--- config.mk ---
export PLATFORM = sky130hd
export DESIGN_NAME = sedenion_multiplier_unit
export DESIGN_NICKNAME = d
export VERILOG_FILES = /design/src/design/smu_pkg.sv /design/src/design/smu_ram.sv /design/src/design/sedenion_multiplier_unit.sv
export SDC_FILE = /design/constraint.sdc
export NUM_CORES = 2
export LEC_CHECK = 0
export BUFFER_PORTS_ARGS = -buffer_cell sky130_fd_sc_hd__buf_4
export CORE_MARGIN = 2
export CORE_UTILIZATION = 40
export CTS_CLUSTER_DIAMETER = 100
export CTS_CLUSTER_SIZE = 14
export DETAILED_ROUTE_END_ITERATION = 12
export SKIP_LAST_GASP = 1
export SYNTH_ARGS = -nofsm -noshare
export SYNTH_HDL_FRONTEND = slang
export SYNTH_SLANG_ARGS = --single-unit
--- constraint.sdc ---
create_clock -name clock -period 19.6 [get_ports clock]
set_clock_uncertainty 0.2 [all_clocks]
set_input_delay 0.98 -clock clock [delete_from_list [all_inputs] [get_ports clock]]
set_output_delay 0.98 -clock clock [all_outputs]
set_load 0.02 [all_outputs]
--- src/design/smu_pkg.sv ---
// shared constants, word types and the unit sign rule of the sedenion multiplier
package smu_pkg;

   localparam int COMPONENTS            = 16;
   localparam int IDX_BITS              = 4;
   localparam int DATA_BITS             = 32;
   localparam int PROD_BITS             = 2 * DATA_BITS;
   // sixteen products of up to 2^62 in magnitude, plus sign
   localparam int ACC_BITS              = PROD_BITS + 4;
   localparam int FRACTION_BITS_DEFAULT = 16;

   typedef struct packed {
      logic [IDX_BITS-1:0]         component_index;
      logic signed [DATA_BITS-1:0] left_component;
      logic signed [DATA_BITS-1:0] right_component;
      logic                        load_last;
   } smu_req_type;

   typedef struct packed {
      logic [IDX_BITS-1:0]         product_index;
      logic signed [DATA_BITS-1:0] product_component;
      logic                        saturated;
      logic                        product_last;
   } smu_rsp_type;

   // 1 when e_p * e_q carries a minus sign under the doubling rule
   function automatic logic unit_neg(input logic [IDX_BITS-1:0] p,
                                     input logic [IDX_BITS-1:0] q);
      logic                s;
      logic [IDX_BITS-1:0] pp;
      logic [IDX_BITS-1:0] qq;
      logic [IDX_BITS-1:0] pl;
      logic [IDX_BITS-1:0] ql;
      logic [IDX_BITS-1:0] h;
      logic                ph;
      logic                qh;
      s  = 1'b0;
      pp = p;
      qq = q;
      for (int n = IDX_BITS - 1; n >= 0; n--) begin
         h  = IDX_BITS'(1 << n);
         ph = |(pp & h);
         qh = |(qq & h);
         pl = pp & (h - IDX_BITS'(1));
         ql = qq & (h - IDX_BITS'(1));
         case ({ph, qh})
            2'b00: begin
               pp = pl;
               qq = ql;
            end
            2'b01: begin
               pp = ql;
               qq = pl;
            end
            2'b10: begin
               s  = s ^ (ql != '0);
               pp = pl;
               qq = ql;
            end
            default: begin
               s  = s ^ 1'b1 ^ (ql != '0);
               pp = ql;
               qq = pl;
            end
         endcase
      end
      return s;
   endfunction

endpackage

--- src/design/smu_ram.sv ---
// generic single-write, single-read ram with registered read data
module smu_ram #(
   parameter int WIDTH = 32,
   parameter int DEPTH = 16
) (
   input  logic                     clock,
   input  logic                     wr_en,
   input  logic [$clog2(DEPTH)-1:0] wr_addr,
   input  logic [WIDTH-1:0]         wr_data,
   input  logic                     rd_en,
   input  logic [$clog2(DEPTH)-1:0] rd_addr,
   output logic [WIDTH-1:0]         rd_data
);

   logic [WIDTH-1:0] mem_ff [DEPTH];
   logic [WIDTH-1:0] rd_data_ff;

   always_ff @(posedge clock) begin
      if (wr_en) begin
         mem_ff[wr_addr] <= wr_data;
      end
      if (rd_en) begin
         rd_data_ff <= mem_ff[rd_addr];
      end
   end

   assign rd_data = rd_data_ff;

endmodule

--- src/design/sedenion_multiplier_unit.sv ---
// sedenion multiplier top level: operand rams, term pipeline, rounding and result queue
//
//  channel | direction | handshake         | word
//  req     | in        | req_valid/stall   | smu_req_type, one component pair
//  rsp     | out       | rsp_valid/stall   | smu_rsp_type, one product component
//
// a load word is taken while req_stall is low; a word with load_last starts the product
// one shared 32x32 multiplier works through 16 terms per component, and req_stall is high
// until the last term is issued; results leave through a two-word queue; a stalled rsp side
// holds the issue loop at the next component boundary
// reset clears the slot valid bits, so unloaded slots read as zero; no ram sweep
module sedenion_multiplier_unit #(
   parameter int FRACTION_BITS = smu_pkg::FRACTION_BITS_DEFAULT
) (
   input  logic                clock,
   input  logic                reset,
   input  logic                req_valid,
   output logic                req_stall,
   input  smu_pkg::smu_req_type req_word,
   output logic                rsp_valid,
   input  logic                rsp_stall,
   output smu_pkg::smu_rsp_type rsp_word
);

   localparam int IDX_BITS  = smu_pkg::IDX_BITS;
   localparam int DATA_BITS = smu_pkg::DATA_BITS;
   localparam int PROD_BITS = smu_pkg::PROD_BITS;
   localparam int ACC_BITS  = smu_pkg::ACC_BITS;
   localparam logic [IDX_BITS-1:0] LAST_IDX = IDX_BITS'(smu_pkg::COMPONENTS - 1);
   localparam logic signed [ACC_BITS-1:0] HALF = ACC_BITS'(1) <<< (FRACTION_BITS - 1);
   localparam logic signed [ACC_BITS-1:0] MAX_VAL =
      {{(ACC_BITS-DATA_BITS+1){1'b0}}, {(DATA_BITS-1){1'b1}}};
   localparam logic signed [ACC_BITS-1:0] MIN_VAL =
      {{(ACC_BITS-DATA_BITS+1){1'b1}}, {(DATA_BITS-1){1'b0}}};

   typedef enum logic {
      ST_LOAD,
      ST_RUN
   } state_type;

   // control
   state_type                 state_ff, state_in;
   logic [IDX_BITS-1:0]       i_ff, i_in;
   logic [IDX_BITS-1:0]       k_ff, k_in;
   logic [1:0]                occ_ff, occ_in;
   logic [smu_pkg::COMPONENTS-1:0] valid_ff, valid_in;
   logic                      out_valid_ff, out_valid_in;
   logic                      hold_valid_ff, hold_valid_in;
   smu_pkg::smu_rsp_type      out_ff, out_in;
   smu_pkg::smu_rsp_type      hold_ff, hold_in;

   logic                      load;
   logic                      issue;
   logic                      start;
   logic                      take;
   logic [IDX_BITS-1:0]       j_addr;

   // term pipeline
   logic                      s1_valid_ff, s1_first_ff, s1_last_ff, s1_neg_ff;
   logic                      s1_lv_ff, s1_rv_ff;
   logic [IDX_BITS-1:0]       s1_k_ff;
   logic                      s2_valid_ff, s2_first_ff, s2_last_ff, s2_neg_ff;
   logic [IDX_BITS-1:0]       s2_k_ff;
   logic signed [PROD_BITS-1:0] s2_prod_ff;
   logic                      s3_done_ff;
   logic [IDX_BITS-1:0]       s3_k_ff;
   logic signed [ACC_BITS-1:0] acc_ff, acc_in;

   logic [DATA_BITS-1:0]      left_rd, right_rd;
   logic signed [DATA_BITS-1:0] a_op, b_op;
   logic signed [PROD_BITS-1:0] prod;
   logic signed [ACC_BITS-1:0] prod_ext, term;
   logic signed [ACC_BITS-1:0] biased, rounded;
   logic                      sat_hi, sat_lo;
   smu_pkg::smu_rsp_type      fin_word;

   assign load      = (state_ff == ST_LOAD) && req_valid;
   assign req_stall = (state_ff != ST_LOAD);
   // a new component needs a free queue slot before its first term goes out
   assign issue     = (state_ff == ST_RUN) && ((i_ff != '0) || (occ_ff < 2'd2));
   assign start     = issue && (i_ff == '0);
   assign take      = out_valid_ff && !rsp_stall;
   assign j_addr    = i_ff ^ k_ff;

   smu_ram #(
      .WIDTH(DATA_BITS),
      .DEPTH(smu_pkg::COMPONENTS)
   ) u_left_ram (
      .clock  (clock),
      .wr_en  (load),
      .wr_addr(req_word.component_index),
      .wr_data(req_word.left_component),
      .rd_en  (issue),
      .rd_addr(i_ff),
      .rd_data(left_rd)
   );

   smu_ram #(
      .WIDTH(DATA_BITS),
      .DEPTH(smu_pkg::COMPONENTS)
   ) u_right_ram (
      .clock  (clock),
      .wr_en  (load),
      .wr_addr(req_word.component_index),
      .wr_data(req_word.right_component),
      .rd_en  (issue),
      .rd_addr(j_addr),
      .rd_data(right_rd)
   );

   // multiply stage; never-loaded slots count as zero
   assign a_op = s1_lv_ff ? $signed(left_rd) : '0;
   assign b_op = s1_rv_ff ? $signed(right_rd) : '0;
   assign prod = PROD_BITS'(a_op) * PROD_BITS'(b_op);

   // accumulate stage
   assign prod_ext = ACC_BITS'(s2_prod_ff);
   assign term     = s2_neg_ff ? -prod_ext : prod_ext;
   assign acc_in   = (s2_first_ff ? '0 : acc_ff) + term;

   // round half up, then clamp to the 32-bit range
   assign biased  = acc_ff + HALF;
   assign rounded = biased >>> FRACTION_BITS;
   assign sat_hi  = rounded > MAX_VAL;
   assign sat_lo  = rounded < MIN_VAL;

   always_comb begin
      fin_word.product_index = s3_k_ff;
      if (sat_hi) begin
         fin_word.product_component = MAX_VAL[DATA_BITS-1:0];
      end else if (sat_lo) begin
         fin_word.product_component = MIN_VAL[DATA_BITS-1:0];
      end else begin
         fin_word.product_component = rounded[DATA_BITS-1:0];
      end
      fin_word.saturated    = sat_hi || sat_lo;
      fin_word.product_last = (s3_k_ff == LAST_IDX);
   end

   always_comb begin
      state_in      = state_ff;
      i_in          = i_ff;
      k_in          = k_ff;
      valid_in      = valid_ff;
      out_valid_in  = out_valid_ff;
      hold_valid_in = hold_valid_ff;
      out_in        = out_ff;
      hold_in       = hold_ff;
      occ_in        = occ_ff + (start ? 2'd1 : 2'd0) - (take ? 2'd1 : 2'd0);

      unique case (state_ff)
         ST_LOAD: begin
            if (load) begin
               valid_in[req_word.component_index] = 1'b1;
               if (req_word.load_last) begin
                  state_in = ST_RUN;
                  i_in     = '0;
                  k_in     = '0;
               end
            end
         end
         ST_RUN: begin
            if (issue) begin
               i_in = i_ff + IDX_BITS'(1);
               if (i_ff == LAST_IDX) begin
                  k_in = k_ff + IDX_BITS'(1);
                  if (k_ff == LAST_IDX) begin
                     state_in = ST_LOAD;
                  end
               end
            end
         end
         default: begin
            state_in = ST_LOAD;
         end
      endcase

      // two-word result queue: out_ff drives the port, hold_ff waits behind it
      if (!out_valid_ff || take) begin
         if (hold_valid_ff) begin
            out_in       = hold_ff;
            out_valid_in = 1'b1;
            if (s3_done_ff) begin
               hold_in = fin_word;
            end else begin
               hold_valid_in = 1'b0;
            end
         end else if (s3_done_ff) begin
            out_in       = fin_word;
            out_valid_in = 1'b1;
         end else begin
            out_valid_in = 1'b0;
         end
      end else if (s3_done_ff) begin
         hold_in       = fin_word;
         hold_valid_in = 1'b1;
      end
   end

   always_ff @(posedge clock) begin
      if (reset) begin
         state_ff      <= ST_LOAD;
         i_ff          <= '0;
         k_ff          <= '0;
         occ_ff        <= '0;
         valid_ff      <= '0;
         out_valid_ff  <= 1'b0;
         hold_valid_ff <= 1'b0;
      end else begin
         state_ff      <= state_in;
         i_ff          <= i_in;
         k_ff          <= k_in;
         occ_ff        <= occ_in;
         valid_ff      <= valid_in;
         out_valid_ff  <= out_valid_in;
         hold_valid_ff <= hold_valid_in;
      end
      out_ff  <= out_in;
      hold_ff <= hold_in;
   end

   always_ff @(posedge clock) begin
      if (reset) begin
         s1_valid_ff <= 1'b0;
         s2_valid_ff <= 1'b0;
         s3_done_ff  <= 1'b0;
      end else begin
         s1_valid_ff <= issue;
         s2_valid_ff <= s1_valid_ff;
         s3_done_ff  <= s2_valid_ff && s2_last_ff;
      end
      s1_first_ff <= (i_ff == '0);
      s1_last_ff  <= (i_ff == LAST_IDX);
      s1_neg_ff   <= smu_pkg::unit_neg(i_ff, j_addr);
      s1_lv_ff    <= valid_ff[i_ff];
      s1_rv_ff    <= valid_ff[j_addr];
      s1_k_ff     <= k_ff;
      s2_first_ff <= s1_first_ff;
      s2_last_ff  <= s1_last_ff;
      s2_neg_ff   <= s1_neg_ff;
      s2_k_ff     <= s1_k_ff;
      s2_prod_ff  <= prod;
      s3_k_ff     <= s2_k_ff;
      if (s2_valid_ff) begin
         acc_ff <= acc_in;
      end
   end

   assign rsp_valid = out_valid_ff;
   assign rsp_word  = out_ff;

endmodule
### Yosys cells after proc, flatten, opt, wreduce, memory -nomap -nowiden

Memory sizes are Yosys's and may differ from the RTL's. A register that Yosys moved wholly into a read port is not among the register bits.
Index checks and enable logic that the tools add are counted.

* bits of input ports: 73
* logic and storage cells: 156
* RAM bits: 1024
* output and inout port bits: 40
* register bits: 260
* memories kept: 2

Memories
* u_left_ram.mem_ff: depth 16, bits a word 32, read ports 1, clocked after memory_dff 1, write ports 1, RTL line smu_ram.sv:15 `logic [WIDTH-1:0] mem_ff [DEPTH];`
* u_right_ram.mem_ff: depth 16, bits a word 32, read ports 1, clocked after memory_dff 1, write ports 1, RTL line smu_ram.sv:15

* multiplexer cells: 49
* bitwise logic cells: 11
* reductions and logical operators: 32
* $lt $le $gt $ge: 7
* multipliers: 1
* add/subtract/negate cells: 7
* equality and inequality tests: 16

Operators with widths (number)
* $mux W38: 5
* $mux W68: 2
* $mux W32: 4
* $add A68 B17 Y68 const B: 1
* $add A68 B68 Y68: 1
* $neg A64 Y68: 1
* $mul A32 B32 Y64: 1
* $gt A52 B32 Y1 const B: 1
* $lt A52 B32 Y1 const B: 1
* $mux W1: 20
* $mux W4: 5
* $or A16 B16 Y16: 1
* $pmux W4 S2: 2
* $lt A4 B5 Y1 const B: 3
* $eq A4 B4 Y1 const B: 3
* $reduce_bool A4 Y1: 3
* $reduce_or A2 Y1: 6
* $add A4 B1 Y4 const B: 2
* $bmux W1 S4: 2
* $eq A2 B1 Y1 const B: 4
* $eq A2 B2 Y1 const B: 4
* $logic_not A2 Y1: 4
* $pmux W1 S2: 4
* $logic_and A1 B1 Y1: 6
* 20 further kinds: 37

### Depth between registers and ports, before layout

* word-level depth: 13
* mapped depth: 35
* mapped depth without buffers: 30

### Cells and area by module

From an unflattened synthesis, not the netlist that was laid out.

* cell total of the unflattened synthesis: 7342
* area total of the unflattened synthesis: 91378.9 µm²

Modules (own cells, without submodules)
* sedenion_multiplier_unit: area an instance 51049.0 µm², cells each 5666, seq. area each 6646.4 µm², instances 1
* smu_ram (u_right_ram): area an instance 20174.3 µm², cells each 838, seq. area each 16335.7 µm², instances 1
* smu_ram (u_left_ram): area an instance 20155.6 µm², cells each 838, seq. area each 16335.7 µm², instances 1

### Worst setup path after synthesis

No wires, ideal clock.

* path type: register to register
* from: reg s1_lv_ff
* to: reg s2_prod_ff[62]
* buffers on the path: 4
* stages on the path, launching flop included: 29
* required time: 19.328 ns
* arrival: 8.424 ns
* setup time: 0.072 ns
* path slack: 10.903 ns
* period minus slack after synthesis: 8.697 ns
* path through: dfxtp_1 clkbuf_1 clkbuf_1 clkbuf_1 nand2_1 clkbuf_1 nor2_1 fa_1 fa_1 fa_1 fa_1 inv_1 fa_1 inv_1 fa_1 fa_1 fa_1 ha_1 and3_1 a221oi_1 o21ai_0 a21oi_1 o2bb2ai_1 nand2_1 a22oi_1 o21ai_0 a21o_1 a21oi_1 xnor2_1

* word-level cells in the longest chain between the ends: 2

RTL lines
* from (decl): RTL line sedenion_multiplier_unit.sv:60 `logic s1_lv_ff, s1_rv_ff;`
* from (signal assigned): RTL line sedenion_multiplier_unit.sv:235 `s1_lv_ff <= valid_ff[i_ff];`
* $mux W32: RTL line sedenion_multiplier_unit.sv:112 `assign a_op = s1_lv_ff ? $signed(left_rd) : '0;`
* $mul A32 B32 Y64: RTL line sedenion_multiplier_unit.sv:114 `assign prod = PROD_BITS'(a_op) * PROD_BITS'(b_op);`
* named net prod[62]: RTL line sedenion_multiplier_unit.sv:71 `logic signed [PROD_BITS-1:0] prod;`
* to (signal assigned): RTL line sedenion_multiplier_unit.sv:242 `s2_prod_ff <= prod;`
* to (decl): RTL line sedenion_multiplier_unit.sv:64 `logic signed [PROD_BITS-1:0] s2_prod_ff;`

The timed path passes the listed nets, and every way through them passes these cells.
A chain may end at the register's enable or synchronous reset.

### Final worst setup path

* from: reg s1_rv_ff
* to: reg s2_prod_ff[62]

* word-level cells in the longest chain between the ends: 2

RTL lines
* from (decl): RTL line sedenion_multiplier_unit.sv:60
* from (signal assigned): RTL line sedenion_multiplier_unit.sv:236 `s1_rv_ff <= valid_ff[j_addr];`
* $mux W32: RTL line sedenion_multiplier_unit.sv:113 `assign b_op = s1_rv_ff ? $signed(right_rd) : '0;`
* $mul A32 B32 Y64: RTL line sedenion_multiplier_unit.sv:114
* named net prod[62]: RTL line sedenion_multiplier_unit.sv:71

The timed path passes the listed nets, and every way through them passes these cells.

==> flow_summary.ini <==
[worst_setup_path]
worst_ep_required_time_ps = 20060
r2r_cells = 26
critical_path_peak_fanout = 63
worstPathArrival_ps = 10980
timing.rr.start = s1_rv_ff
crit_path_end_kind = flip-flop
r2r_end = s2_prod_ff[62]
rrSetupSlack_ps = 9080
path_class = flip-flop to flip-flop
start_kind = flip-flop

[global_routing]
grt_overflow = 0
track_usage_pct = 21.7
grt_start_max_net_pins = 133
grt_first_pass_wirelength_um = 372000
grt_pass1_vias = 57600
antenna_found_initial = 25

[sta]
drv_slew = 0
rsz0062_at_grt = no
setup_tns_ps = 0
whs_ps = 126
period_minus_slack_ps = 10520
finalSetupViolCount = 0
max_freq_mhz = 95.1
tightest_slew_ps = 1350
fin_crit_sh_pct = 53.7
hold_viol_final = 0
relSlewSlack_pct = 10.2

[logic_synthesis]
synthArstFlopShare_pct = 0
syn_inst = 7054
synth_edf_count = 1232
synth-seq-cells = 1348
syn-num-nets = 8471
ys_top_cells_by_count = edfxtp_1 (1232), fa_1 (1083), inv_1 (999)
synth_cell_types = 79
seq_area_frac_synth_pct = 43.3
ys_top_cells_by_area = edfxtp_1 (41%), fa_1 (24%), mux4_2 (8.2%), inv_1 (4.1%), ha_1 (3.6%)
ys_warn_count = 0
yosysMostFrequentCell = edfxtp_1
syn_area_um2 = 90700
synth_flop_cell = edfxtp_1
synth_top_area_share_pct = 40.8
yosysTopAreaCell = edfxtp_1
avgSynthCellArea_um2 = 12.9

[cts]
postCtsSetupBuffers = 0
post_cts_resized = 0
clk_latency_ps = 780
htree_num_levels = 3
cts_root_buf = clkbuf_16
cts_tree = built
clkTransAtPathRegs_ps = 80
cts_buffer_depth = 3
numCtsBuffers = 108
cts-hold-fix-buffers = 0
cts_num_sinks = 1348

[pwr]
pwr-share-comb_pct = 6.1
swShare_pct = 22.3
power_leakage_nw = 38.2
ir_drop_uv = 78.5
p_seq_share_pct = 57.3
power.internal_mw = 4.34
p_sw_mw = 1.24
p_per_area_nw_per_um2 = 56.8
clock_power_share_pct = 36.6

[drt]
drc = 0
wirelength_um = 248000
antenna_left = 0
num_vias = 55000
routedWlPerCell_um = 24.6
first_pass_iters = 6
drt-vias-per-instance = 5.45
drtIter0Drc = 5622

[floorplanning]
fp.dieH_um = 480
num_rows = 174
initial_core_util_pct = 40.3
die_w_um = 480
core-area_um2 = 225000
dieArea_um2 = 231000
io_pins = 113

[finish]
nets = 8442
final_cell_area_um2 = 98200
layoutNonFillerInstCount = 10100
fillerInstances = 20400
syn2layout_area_growth_pct = 8.21
drive_gt1_share_pct = 10.5

[outcome]
outcome = completed

[worst_hold_path]
hold_start = s1_first_ff
hold_depth = 0
min_to = s2_first_ff
min_path_type = flip-flop to flip-flop

[flow_run]
cap_violations = 0

[placement]
post-dp-hpwl_um = 167000
gp_congestion = 0.964
numPortBuffers = 112
placed_cell_area_um2 = 95000
dp.cells = 9907
worst max path at each step:
stage	from	endpoint	slack, ps	cells after the start
4_1_cts	s1_rv_ff	s2_prod_ff[62]	9180	26
3_5_place_dp	s1_rv_ff	s2_prod_ff[62]	9230	26
2_1_floorplan	s1_lv_ff	s2_prod_ff[62]	10900	28
6_report	s1_rv_ff	s2_prod_ff[62]	9080	26
5_1_grt	s1_rv_ff	s2_prod_ff[62]	8590	26
3_3_place_gp	s1_rv_ff	s2_prod_ff[62]	9440	26
power groups by stage:
| stage | combinational [mW] | sequential [mW] | clock [mW] |
|---|---|---|---|
| after floorplan | 0.215 | 3.25 | 0 |
| after global placement | 0.335 | 3.26 | 0 |
| after detailed placement | 0.340 | 3.26 | 0 |
| after CTS | 0.341 | 3.20 | 2.10 |
| after global routing | 0.367 | 3.20 | 2.20 |
| final | 0.341 | 3.20 | 2.04 |
metrics by stage:
step	total power, mW	worst slack [ps]	utilization [%]
after floorplan	3.47	10900	-
after global placement	3.59	9440	42.2
after detailed placement	3.60	9230	42.2
after CTS	5.64	9180	43.6
after global routing	5.77	8590	43.6
final	5.58	9080	43.6
layout by cell type (no fill, tap or decap), types with 9 or more instances in the layout:
| cell type | Yosys | routed |
|---|---|---|
| o31ai_1 | 27 | 27 |
| o41ai_1 | 12 | 12 |
| and4_1 | 15 | 15 |
| o21a_1 | 18 | 18 |
| mux4_2 | 330 | 330 |
| nor2_4 | 0 | 13 |
| and3_1 | 19 | 19 |
| dfxtp_1 | 116 | 106 |
| clkbuf_16 | 0 | 109 |
| nand2_1 | 751 | 748 |
| fa_1 | 1083 | 1083 |
| nand4_1 | 34 | 34 |
| ha_1 | 261 | 259 |
| a21oi_1 | 166 | 166 |
| xnor2_1 | 171 | 171 |
| a21o_1 | 76 | 76 |
| buf_4 | 0 | 219 |
| a211o_1 | 22 | 22 |
| diode_2 | 0 | 9 |
| or3_1 | 19 | 19 |
| a211oi_1 | 12 | 12 |
| inv_1 | 999 | 998 |
| o21ai_0 | 127 | 127 |
| edfxtp_1 | 1232 | 1232 |
| and2_1 | 71 | 72 |
| clkbuf_1 | 330 | 43 |
| a31oi_1 | 21 | 21 |
| nor4_1 | 12 | 12 |
| nand2b_1 | 20 | 20 |
| o211ai_1 | 21 | 21 |
| o21bai_1 | 17 | 17 |
| nor2b_1 | 78 | 78 |
| nor2_1 | 650 | 637 |
| xor2_1 | 74 | 72 |
| nor3_1 | 60 | 56 |
| nand3_1 | 69 | 69 |
cells by family after synthesis:
kind of cell | after synthesis | synth area share [%]
XOR/XNOR | 246 | 2.39
buffers and inverters | 1360 | 5.63
flip-flops | 1348 | 43.3
AND/OR/NAND/NOR | 1835 | 8.75
AO/OA/AOI/OAI | 584 | 4.14
adder cells (fa/ha/maj) | 1345 | 27.5
multiplexers | 336 | 8.26
state kept, by name, indices dropped and copies added (netlist names), 2 cells and up:
| register | count |
|---|---|
| s2_prod_ff | 64 |
| u_left_ram.rd_data | 32 |
| i_ff | 4 |
| u_right_ram.rd_data | 32 |
| hold_ff | 38 |
| acc_ff | 68 |
| s1_k_ff | 4 |
| rsp_word | 38 |
| u_right_ram.mem_ff | 512 |
| s3_k_ff | 4 |
| s2_k_ff | 4 |
| valid_ff | 16 |
| k_ff | 4 |
| u_left_ram.mem_ff | 512 |
| occ_ff | 2 |
critical path, stage by stage (launching register included):
cell and delay, ps:
dfxtp_2 1140, nand2_1 870, nor2_1 390, fa_1 460, inv_1 230, fa_1 460
inv_1 200, fa_1 490, fa_1 920, inv_1 420, fa_1 590, inv_1 60
fa_1 540, fa_1 440, fa_1 460, ha_1 380, and3_1 240, a221oi_1 260
o21ai_0 190, a21oi_1 200, o2bb2ai_1 150, nand2_1 70, a22oi_1 360, o21ai_0 180
a21o_1 180, a21oi_1 170, xnor2_1 140
layout make-up:
type,instances,area [um^2],area share (%)
sequential,1348,39300,40.1
timing repair buffer,221,1680,1.72
tap,2992,3740,3.81
clock buffer,154,2910,2.96
clock inverter,9,214,0.218
multi-input combinational,4346,46500,47.4
antenna,9,22.5,0.0229
inverter,1000,3750,3.82
per-layer routing:
layer	up-vias	wire [um]	GRT usage (%)
li1	23600	-	-
met1	28500	101000	29.2
met2	2386	114000	34.0
met3	500	23500	5.75
met4	28	9420	7.29
met5	-	327	0
(Power assumes the default switching activity.)
